[src/design/rrg_pkg.sv]
`timescale 1ns / 1ps
// ----------------------------------------------------------------------------
// rrg_pkg
// Shared types and constants of the ragged range generator.
// ----------------------------------------------------------------------------
package rrg_pkg;

   localparam int MAX_RUN     = 64;
   localparam int LEN_W       = $clog2(MAX_RUN + 1);
   localparam int DATA_W      = 32;
   localparam int QUEUE_DEPTH = 2;
   localparam int QPTR_W      = $clog2(QUEUE_DEPTH);

   typedef enum logic [1:0] {
      STATUS_OK        = 2'd0,
      STATUS_ZERO_STEP = 2'd1,
      STATUS_TOO_LONG  = 2'd2
   } status_type;

   typedef struct packed {
      logic [DATA_W-1:0] start;
      logic [DATA_W-1:0] step;
      logic              first_row;
      status_type        status;
      logic [LEN_W-1:0]  len;
   } rrg_entry_type;

endpackage

[src/design/rrg_front.sv]
`timescale 1ns / 1ps
// ----------------------------------------------------------------------------
// rrg_front
// Accepts a row, classifies it and finds its length with a short restoring
// divider that produces one quotient bit per cycle.
// ----------------------------------------------------------------------------
module rrg_front
   import rrg_pkg::*;
(
   input  logic                     clock,
   input  logic                     reset,
   input  logic                     in_valid,
   output logic                     in_ready,
   input  logic signed [DATA_W-1:0] row_start,
   input  logic signed [DATA_W-1:0] row_limit,
   input  logic signed [DATA_W-1:0] row_step,
   input  logic                     first_row,
   output logic                     entry_valid,
   input  logic                     entry_ready,
   output rrg_entry_type            entry
);

   localparam int CMP_W  = DATA_W + 2 + LEN_W;
   localparam int PROD_W = DATA_W + 1 + LEN_W;
   localparam int CNT_W  = $clog2(LEN_W + 1);

   typedef enum logic [1:0] {
      S_IDLE,
      S_CHECK,
      S_DIV,
      S_PUSH
   } state_type;

   state_type           state_ff;
   logic [DATA_W-1:0]   start_ff;
   logic [DATA_W-1:0]   step_ff;
   logic                first_ff;
   logic                zero_ff;
   logic                away_ff;
   logic [DATA_W:0]     dist_ff;
   logic [DATA_W-1:0]   mag_ff;
   logic [CMP_W-1:0]    rem_ff;
   logic [CMP_W-1:0]    div_ff;
   logic [LEN_W-1:0]    quo_ff;
   logic [CNT_W-1:0]    cnt_ff;
   status_type          status_ff;

   logic [DATA_W:0]     dist_in;
   logic [DATA_W-1:0]   mag_in;
   logic                away_in;
   logic                too_long;
   logic [CMP_W-1:0]    num;
   logic                take;

   always_comb begin
      if (row_limit >= row_start) begin
         dist_in = {row_limit[DATA_W-1], row_limit} - {row_start[DATA_W-1], row_start};
      end else begin
         dist_in = {row_start[DATA_W-1], row_start} - {row_limit[DATA_W-1], row_limit};
      end
      mag_in  = row_step[DATA_W-1] ? (DATA_W'(0) - row_step) : row_step;
      away_in = (!row_step[DATA_W-1] && (row_limit < row_start)) ||
                (row_step[DATA_W-1] && (row_limit > row_start));
   end

   assign too_long = PROD_W'(dist_ff) > (PROD_W'(mag_ff) * PROD_W'(MAX_RUN));
   assign num      = CMP_W'(dist_ff) + CMP_W'(mag_ff) - CMP_W'(1);
   assign take     = rem_ff >= div_ff;

   assign in_ready    = (state_ff == S_IDLE);
   assign entry_valid = (state_ff == S_PUSH);

   always_comb begin
      entry.start     = start_ff;
      entry.step      = step_ff;
      entry.first_row = first_ff;
      entry.status    = status_ff;
      entry.len       = quo_ff;
   end

   always_ff @(posedge clock) begin
      if (reset) begin
         state_ff <= S_IDLE;
      end else begin
         unique case (state_ff)
            S_IDLE: begin
               if (in_valid) begin
                  start_ff <= row_start;
                  step_ff  <= row_step;
                  first_ff <= first_row;
                  zero_ff  <= (row_step == '0);
                  away_ff  <= away_in;
                  dist_ff  <= dist_in;
                  mag_ff   <= mag_in;
                  state_ff <= S_CHECK;
               end
            end
            S_CHECK: begin
               quo_ff <= '0;
               priority if (zero_ff) begin
                  status_ff <= STATUS_ZERO_STEP;
                  state_ff  <= S_PUSH;
               end else if (away_ff) begin
                  status_ff <= STATUS_OK;
                  state_ff  <= S_PUSH;
               end else if (too_long) begin
                  status_ff <= STATUS_TOO_LONG;
                  state_ff  <= S_PUSH;
               end else begin
                  status_ff <= STATUS_OK;
                  rem_ff    <= num;
                  div_ff    <= CMP_W'(mag_ff) << (LEN_W - 1);
                  cnt_ff    <= CNT_W'(LEN_W - 1);
                  state_ff  <= S_DIV;
               end
            end
            S_DIV: begin
               if (take) begin
                  rem_ff <= rem_ff - div_ff;
               end
               quo_ff <= (quo_ff << 1) | LEN_W'(take);
               div_ff <= div_ff >> 1;
               cnt_ff <= cnt_ff - CNT_W'(1);
               if (cnt_ff == '0) begin
                  state_ff <= S_PUSH;
               end
            end
            S_PUSH: begin
               if (entry_ready) begin
                  state_ff <= S_IDLE;
               end
            end
            default: begin
               state_ff <= S_IDLE;
            end
         endcase
      end
   end

endmodule

[src/design/rrg_queue.sv]
`timescale 1ns / 1ps
// ----------------------------------------------------------------------------
// rrg_queue
// Short first-in first-out queue of classified rows between front and back.
// ----------------------------------------------------------------------------
module rrg_queue
   import rrg_pkg::*;
(
   input  logic          clock,
   input  logic          reset,
   input  logic          push_valid,
   output logic          push_ready,
   input  rrg_entry_type push_entry,
   output logic          pop_valid,
   input  logic          pop_ready,
   output rrg_entry_type pop_entry
);

   localparam int CNT_W = $clog2(QUEUE_DEPTH + 1);

   rrg_entry_type       slot_ff [QUEUE_DEPTH];
   logic [QPTR_W-1:0]   wr_ptr_ff;
   logic [QPTR_W-1:0]   rd_ptr_ff;
   logic [CNT_W-1:0]    count_ff;
   logic                do_push;
   logic                do_pop;

   assign push_ready = (count_ff != CNT_W'(QUEUE_DEPTH));
   assign pop_valid  = (count_ff != '0);
   assign pop_entry  = slot_ff[rd_ptr_ff];
   assign do_push    = push_valid && push_ready;
   assign do_pop     = pop_valid && pop_ready;

   always_ff @(posedge clock) begin
      if (do_push) begin
         slot_ff[wr_ptr_ff] <= push_entry;
      end
   end

   always_ff @(posedge clock) begin
      if (reset) begin
         wr_ptr_ff <= '0;
         rd_ptr_ff <= '0;
         count_ff  <= '0;
      end else begin
         if (do_push) begin
            wr_ptr_ff <= (wr_ptr_ff == QPTR_W'(QUEUE_DEPTH - 1)) ? '0
                                                                : wr_ptr_ff + QPTR_W'(1);
         end
         if (do_pop) begin
            rd_ptr_ff <= (rd_ptr_ff == QPTR_W'(QUEUE_DEPTH - 1)) ? '0
                                                                : rd_ptr_ff + QPTR_W'(1);
         end
         unique case ({do_push, do_pop})
            2'b10:   count_ff <= count_ff + CNT_W'(1);
            2'b01:   count_ff <= count_ff - CNT_W'(1);
            default: count_ff <= count_ff;
         endcase
      end
   end

endmodule

[src/design/rrg_back.sv]
`timescale 1ns / 1ps
// ----------------------------------------------------------------------------
// rrg_back
// Takes classified rows from the queue, keeps the running split offset and
// emits one result word per cycle while its registered output stage is free.
// ----------------------------------------------------------------------------
module rrg_back
   import rrg_pkg::*;
(
   input  logic              clock,
   input  logic              reset,
   input  logic              entry_valid,
   output logic              entry_ready,
   input  rrg_entry_type     entry,
   output logic              out_valid,
   input  logic              out_ready,
   output logic              value_valid,
   output logic [DATA_W-1:0] seq_value,
   output logic [DATA_W-1:0] row_split,
   output status_type        status,
   output logic              last
);

   logic                busy_ff;
   logic                has_values_ff;
   status_type          cur_status_ff;
   logic [LEN_W-1:0]    remain_ff;
   logic [DATA_W-1:0]   value_ff;
   logic [DATA_W-1:0]   step_ff;
   logic [DATA_W-1:0]   split_ff;
   logic [DATA_W-1:0]   split_in;
   logic                out_valid_ff;
   logic                out_vv_ff;
   logic [DATA_W-1:0]   out_value_ff;
   logic [DATA_W-1:0]   out_split_ff;
   status_type          out_status_ff;
   logic                out_last_ff;
   logic                slot_free;
   logic                emit;
   logic                final_word;

   assign entry_ready = !busy_ff;
   assign slot_free   = !out_valid_ff || out_ready;
   assign emit        = busy_ff && slot_free;
   assign final_word  = !has_values_ff || (remain_ff == LEN_W'(1));
   assign split_in    = (entry.first_row ? '0 : split_ff) + DATA_W'(entry.len);

   always_ff @(posedge clock) begin
      if (reset) begin
         busy_ff      <= 1'b0;
         split_ff     <= '0;
         out_valid_ff <= 1'b0;
      end else begin
         if (!busy_ff && entry_valid) begin
            busy_ff       <= 1'b1;
            split_ff      <= split_in;
            has_values_ff <= (entry.len != '0);
            cur_status_ff <= entry.status;
            remain_ff     <= entry.len;
            value_ff      <= entry.start;
            step_ff       <= entry.step;
         end else if (emit) begin
            value_ff  <= value_ff + step_ff;
            remain_ff <= remain_ff - LEN_W'(1);
            if (final_word) begin
               busy_ff <= 1'b0;
            end
         end
         if (emit) begin
            out_valid_ff  <= 1'b1;
            out_vv_ff     <= has_values_ff;
            out_value_ff  <= has_values_ff ? value_ff : '0;
            out_split_ff  <= final_word ? split_ff : '0;
            out_status_ff <= cur_status_ff;
            out_last_ff   <= final_word;
         end else if (out_ready) begin
            out_valid_ff <= 1'b0;
         end
      end
   end

   assign out_valid   = out_valid_ff;
   assign value_valid = out_vv_ff;
   assign seq_value   = out_value_ff;
   assign row_split   = out_split_ff;
   assign status      = out_status_ff;
   assign last        = out_last_ff;

endmodule

[src/design/ragged_range_generator.sv]
`timescale 1ns / 1ps
// ----------------------------------------------------------------------------
// ragged_range_generator
// Expands rows (start, limit, step) into value sequences with running splits.
// ----------------------------------------------------------------------------
// A row that needs the row-length divide passes the front end in order: it is
// classified as it is taken, its length bound is checked, the divide then finds
// one quotient bit per step (a seven-bit quotient for a run limit of 64) and the
// row is handed off. A zero-step row, a row whose step points away from its limit
// and an overlong row skip the divide. The back end loads a row from the queue
// and then, while its output stage is free, sends one word per cycle, one per
// value or a single word for an empty or failed row, and a two-entry queue lets
// the front end work on the next row meanwhile. The output word is registered;
// while it waits to be taken the back end holds and the front end keeps working
// until the queue is full.
module ragged_range_generator
   import rrg_pkg::*;
(
   input  logic        clock,
   input  logic        reset,
   input  logic        req_tvalid,
   output logic        req_tready,
   // row_start [31:0], row_limit [63:32], row_step [95:64]
   input  logic [95:0] req_tdata,
   // first_row [0]
   input  logic [0:0]  req_tuser,
   output logic        rsp_tvalid,
   input  logic        rsp_tready,
   // value_valid [0], seq_value [32:1], row_split [64:33], status [66:65], zeros above
   output logic [71:0] rsp_tdata,
   output logic        rsp_tlast
);

   rrg_entry_type     front_entry;
   rrg_entry_type     back_entry;
   logic              front_valid;
   logic              front_ready;
   logic              back_valid;
   logic              back_ready;
   logic              value_valid;
   logic [DATA_W-1:0] seq_value;
   logic [DATA_W-1:0] row_split;
   status_type        status;

   rrg_front u_front (
      .clock       (clock),
      .reset       (reset),
      .in_valid    (req_tvalid),
      .in_ready    (req_tready),
      .row_start   (req_tdata[31:0]),
      .row_limit   (req_tdata[63:32]),
      .row_step    (req_tdata[95:64]),
      .first_row   (req_tuser[0]),
      .entry_valid (front_valid),
      .entry_ready (front_ready),
      .entry       (front_entry)
   );

   rrg_queue u_queue (
      .clock      (clock),
      .reset      (reset),
      .push_valid (front_valid),
      .push_ready (front_ready),
      .push_entry (front_entry),
      .pop_valid  (back_valid),
      .pop_ready  (back_ready),
      .pop_entry  (back_entry)
   );

   rrg_back u_back (
      .clock       (clock),
      .reset       (reset),
      .entry_valid (back_valid),
      .entry_ready (back_ready),
      .entry       (back_entry),
      .out_valid   (rsp_tvalid),
      .out_ready   (rsp_tready),
      .value_valid (value_valid),
      .seq_value   (seq_value),
      .row_split   (row_split),
      .status      (status),
      .last        (rsp_tlast)
   );

   assign rsp_tdata = {5'b0, status, row_split, seq_value, value_valid};

endmodule

[config.mk]
export PLATFORM = sky130hd
export DESIGN_NAME = ragged_range_generator
export DESIGN_NICKNAME = d
export VERILOG_FILES = /design/src/design/rrg_pkg.sv /design/src/design/rrg_front.sv /design/src/design/rrg_queue.sv /design/src/design/rrg_back.sv /design/src/design/ragged_range_generator.sv
export SDC_FILE = /design/constraint.sdc
export NUM_CORES = 1
export LEC_CHECK = 0
export BUFFER_PORTS_ARGS = -buffer_cell sky130_fd_sc_hd__buf_4
export CAP_MARGIN = 20
export CORE_AREA = 2 2 333 335
export CTS_CLUSTER_SIZE = 30
export DETAILED_ROUTE_END_ITERATION = 6
export DIE_AREA = 0 0 335 337
export PLACE_DENSITY = 0.54
export SLEW_MARGIN = 20
export SYNTH_ARGS = -nofsm -noshare
export SYNTH_HDL_FRONTEND = slang
export SYNTH_SLANG_ARGS = --single-unit
[constraint.sdc]
create_clock -name clock -period 17.65 [get_ports clock]
set_input_delay 0 -clock clock [delete_from_list [all_inputs] [get_ports clock]]
set_output_delay 0 -clock clock [all_outputs]
set_load 0.05 [all_outputs]
==> results.sh <==
export IMPL_status="finished clean"
export IMPL_cts_resized=0
export IMPL_worstPathCellList="dlygate4sd3_1 > buf_4 > inv_1 > ha_1 > nand4_1 > nor2_1 > nand3b_1 > or4_1 > a21oi_4 > buf_4 > mux2_2 > o21ai_1 > or4_1 > o211ai_1 > a2111oi_0"
export IMPL_critPathArrivalTime_ns=4.93
export IMPL_grt_use_total_pct=15.34
export IMPL_grt_max_degree=83
export IMPL_async_reset_ff_share_pct=0
export IMPL_yosysMostFrequentCell="edfxtp_1"
export IMPL_cts_tree="done"
export IMPL_wl_per_cell_um=19.09
export IMPL_die_height_um=337
export IMPL_slowest_delay_ns=0.65
export IMPL_maxSlewViolCount=0
export IMPL_synthSimpleGateAreaFrac_pct=12.49
export IMPL_crit_family="simple AND/OR/NAND/NOR gates"
export IMPL_skew_ns=0.04604
export IMPL_core_area_um2=109600
export IMPL_dp_cells=4395
export IMPL_grt_pass1_vias=21930
export IMPL_holdWs_ns=0.02541
export IMPL_hpwl_mm=64.86
export IMPL_first_iter_violations=1618
export IMPL_netlist_area_um2=31500
export IMPL_required_ns=18.06
export IMPL_period_minus_slack_ns=4.516
export IMPL_cts_root_buf="clkbuf_16"
export IMPL_path_clk_slew_ns=0.06
export IMPL_max_freq_mhz=221.4
export IMPL_cp_num_buf_inv=4
export IMPL_seqPwrFrac_pct=37.4
export IMPL_rows=122
export IMPL_ir_drop_uv=69.48
export IMPL_vias=22470
export IMPL_final_antenna_net_count=0
export IMPL_tightest_slew_ns=0.9377
export IMPL_dr_max_layer_used="met5"
export IMPL_final_util_pct=33.98
export IMPL_slew_headroom_pct=37.49
export IMPL_wirelength_mm=87.74
export IMPL_hp_class="in2reg"
export IMPL_cp_start_kind="input port"
export IMPL_overflow=0
export IMPL_yosys_area_top_type_share_pct=48.81
export IMPL_antenna_found_initial=5
export IMPL_swShare_pct=36.16
export IMPL_cts_buffers=67
export IMPL_rsz0062_at_grt="no"
export IMPL_cpMaxStageDelayCell="a21oi_4"
export IMPL_synth_edf_count=512
export IMPL_netlist_top_cells_count="edfxtp_1 (512), nand2_1 (221), ha_1 (211), inv_1 (210), o21ai_0 (192)"
export IMPL_clk_latency_ns=0.64
export IMPL_clockBufferDepth=3
export IMPL_dieArea_um2=112900
export IMPL_synth_top_cell_by_area="edfxtp_1"
export IMPL_synth_seq_cells=553
export IMPL_tns_ns=0
export IMPL_synth_top_family_by_area="compound AO/OA/AOI/OAI gates"
export IMPL_ys_seq_area_share_pct=51.42
export IMPL_syn_to_final_growth_pct=18.25
export IMPL_routed_wl_met3_mm=4.266
export IMPL_viasPerCell=4.887
export IMPL_p_int_uw=3201
export IMPL_avgSynthCellArea_um2=10.92
export IMPL_critical_path_class="in2reg"
export IMPL_nNetsFinal=3431
export IMPL_synth_ff_type="edfxtp_1"
export IMPL_synth_distinct_cells=93
export IMPL_hold_viol=0
export IMPL_synth_area_leaders="edfxtp_1 (49%), ha_1 (8.4%), xnor2_1 (3.5%)"
export IMPL_post_route_period_util_pct=25.59
export IMPL_path_max_fanout=30
export IMPL_portBuffers=170
export IMPL_synth_xor_area_share_pct=5.533
export IMPL_fin_cells=4597
export IMPL_synth_adder_area_share_pct=8.763
export IMPL_wl_met1_mm=42.41
export IMPL_synthMuxAreaShare_pct=3.186
export IMPL_cap_violations=0
export IMPL_synth_compound_area_share_pct=14.56
export IMPL_initial_utilization_pct=28.74
export IMPL_drive_above_1_share_pct=12.35
export IMPL_die_w_um=335
export IMPL_power_switching_uw=1813
export IMPL_gp_congestion=0.8713
export IMPL_drtPass1Iterations=5
export IMPL_p_leak_uw=0.01413
export IMPL_cts_setup_buffers=0
export IMPL_grt_pass1_wl_mm=133.1
export IMPL_io_pins=176
export IMPL_setup_viol=0
export IMPL_drc=0
export IMPL_reg2reg_slack_ns=13.30
export IMPL_powerDensity_nw_per_um2=134.6
export IMPL_p_comb_share_pct=35.6
export IMPL_cts_max_level=3
export IMPL_wl_met2_mm=39.04
export IMPL_synthCells=2884
export IMPL_p_clk_share_pct=27.0
export IMPL_cts_sink_count=553
export IMPL_synth_warnings=0
export IMPL_cp_end_kind="flop"
## tightest hold or removal path, delay by kind of cell
| kind | cells | cell delay [ns] |
|---|---|---|
| XOR/XNOR | 1 | 0.18 |
| adder cells (fa/ha/maj) | 1 | 0.20 |
| buffers and inverters | 2 | 0.17 |
## layout by cell type (no fill, tap or decap), types with 20 or more instances in the layout
cell type      instances
xor2_1                72
a21o_1               100
ha_1                 210
nand3_1               60
o21bai_1              31
nand2b_1              35
xnor2_1              127
a211oi_1              27
buf_4                187
and2_1                82
nor2b_1               33
nor3_1                35
mux2i_1               44
a21oi_1              189
nor2_1               164
o21ai_0              191
edfxtp_1             512
or3_1                 20
dfxtp_1               40
mux2_2                50
inv_1                210
dlygate4sd3_1         75
nand2_1              221
nand4_1               42
clkbuf_16             67
## power by group through the flow
stage / logic (uW) / clock network (uW) / registers, uW
2_1_floorplan: 1250 / 0 / 1930
3_3_place_gp: 1750 / 0 / 1900
3_5_place_dp: 1760 / 0 / 1910
4_1_cts: 1790 / 1390 / 1880
5_1_grt: 1980 / 1440 / 1900
6_report: 1780 / 1350 / 1880
## kinds of logic after synthesis
group | count (synthesis)
adder cells (fa/ha/maj) | 217
buffers and inverters | 317
flip-flops | 553
multiplexers | 94
XOR/XNOR | 199
other | 1
AND/OR/NAND/NOR | 786
AO/OA/AOI/OAI | 717
## layer usage
| metal | up-vias | GRT usage, % |
|---|---|---|
| li1 | 10980 | - |
| met1 | 10860 | 21.86 |
| met2 | 517 | 24.22 |
| met3 | 111 | 2.094 |
| met4 | 2 | 4.418 |
| met5 | - | 0 |
## path summary, 6_finish.rpt
check        cells past startpoint                 start               endpoint
min                              4         req_tdata[34]     u_front.dist_ff[2]
max                             15         req_tdata[18]    u_front.dist_ff[29]
max reg2reg                     12    u_front.dist_ff[4]     u_front.rem_ff[31]
min reg2reg                      0  u_front.status_ff[0]  u_queue.slot_ff[0][7]
## area by class of cell
class | instances | area [um^2]
clock buffer | 84 | 1750
tap | 1426 | 1784
timing repair buffer | 263 | 2166
fill | 11040 | 72350
sequential | 553 | 16200
antenna | 6 | 15.01
inverter | 210 | 788.3
multi-input combinational | 2018 | 14140
clock inverter | 37 | 405.4
## repair_timing
item	4_1_cts	5_1_grt
setup endpoints to repair	0	0
hold buffers	75	0
hold endpoints to repair	145	0
## flip-flops by register name, indices dropped and copies added (netlist names), 32 cells and up, named ones only
name / flops
u_front.mag_ff: 32
u_queue.slot_ff: 148
u_back.split_ff: 32
u_front.div_ff: 38
u_front.rem_ff: 41
u_back.step_ff: 32
u_back.seq_value: 32
u_front.start_ff: 32
u_back.value_ff: 32
u_back.row_split: 32
u_front.dist_ff: 33
## metrics by stage
| stage | instance area [um^2] | total power (uW) | setup WS, ns |
|---|---|---|---|
| 6_report | 37250 | 5013 | 13.13 |
| 3_5_place_dp | 34310 | 3664 | 13.03 |
| 5_1_grt | 37230 | 5327 | 12.85 |
| 4_1_cts | 37210 | 5058 | 13.00 |
| 3_3_place_gp | 34310 | 3657 | 13.07 |
| 2_1_floorplan | 31510 | 3177 | 11.54 |
Note: power is estimated with default switching activity, not from simulation.
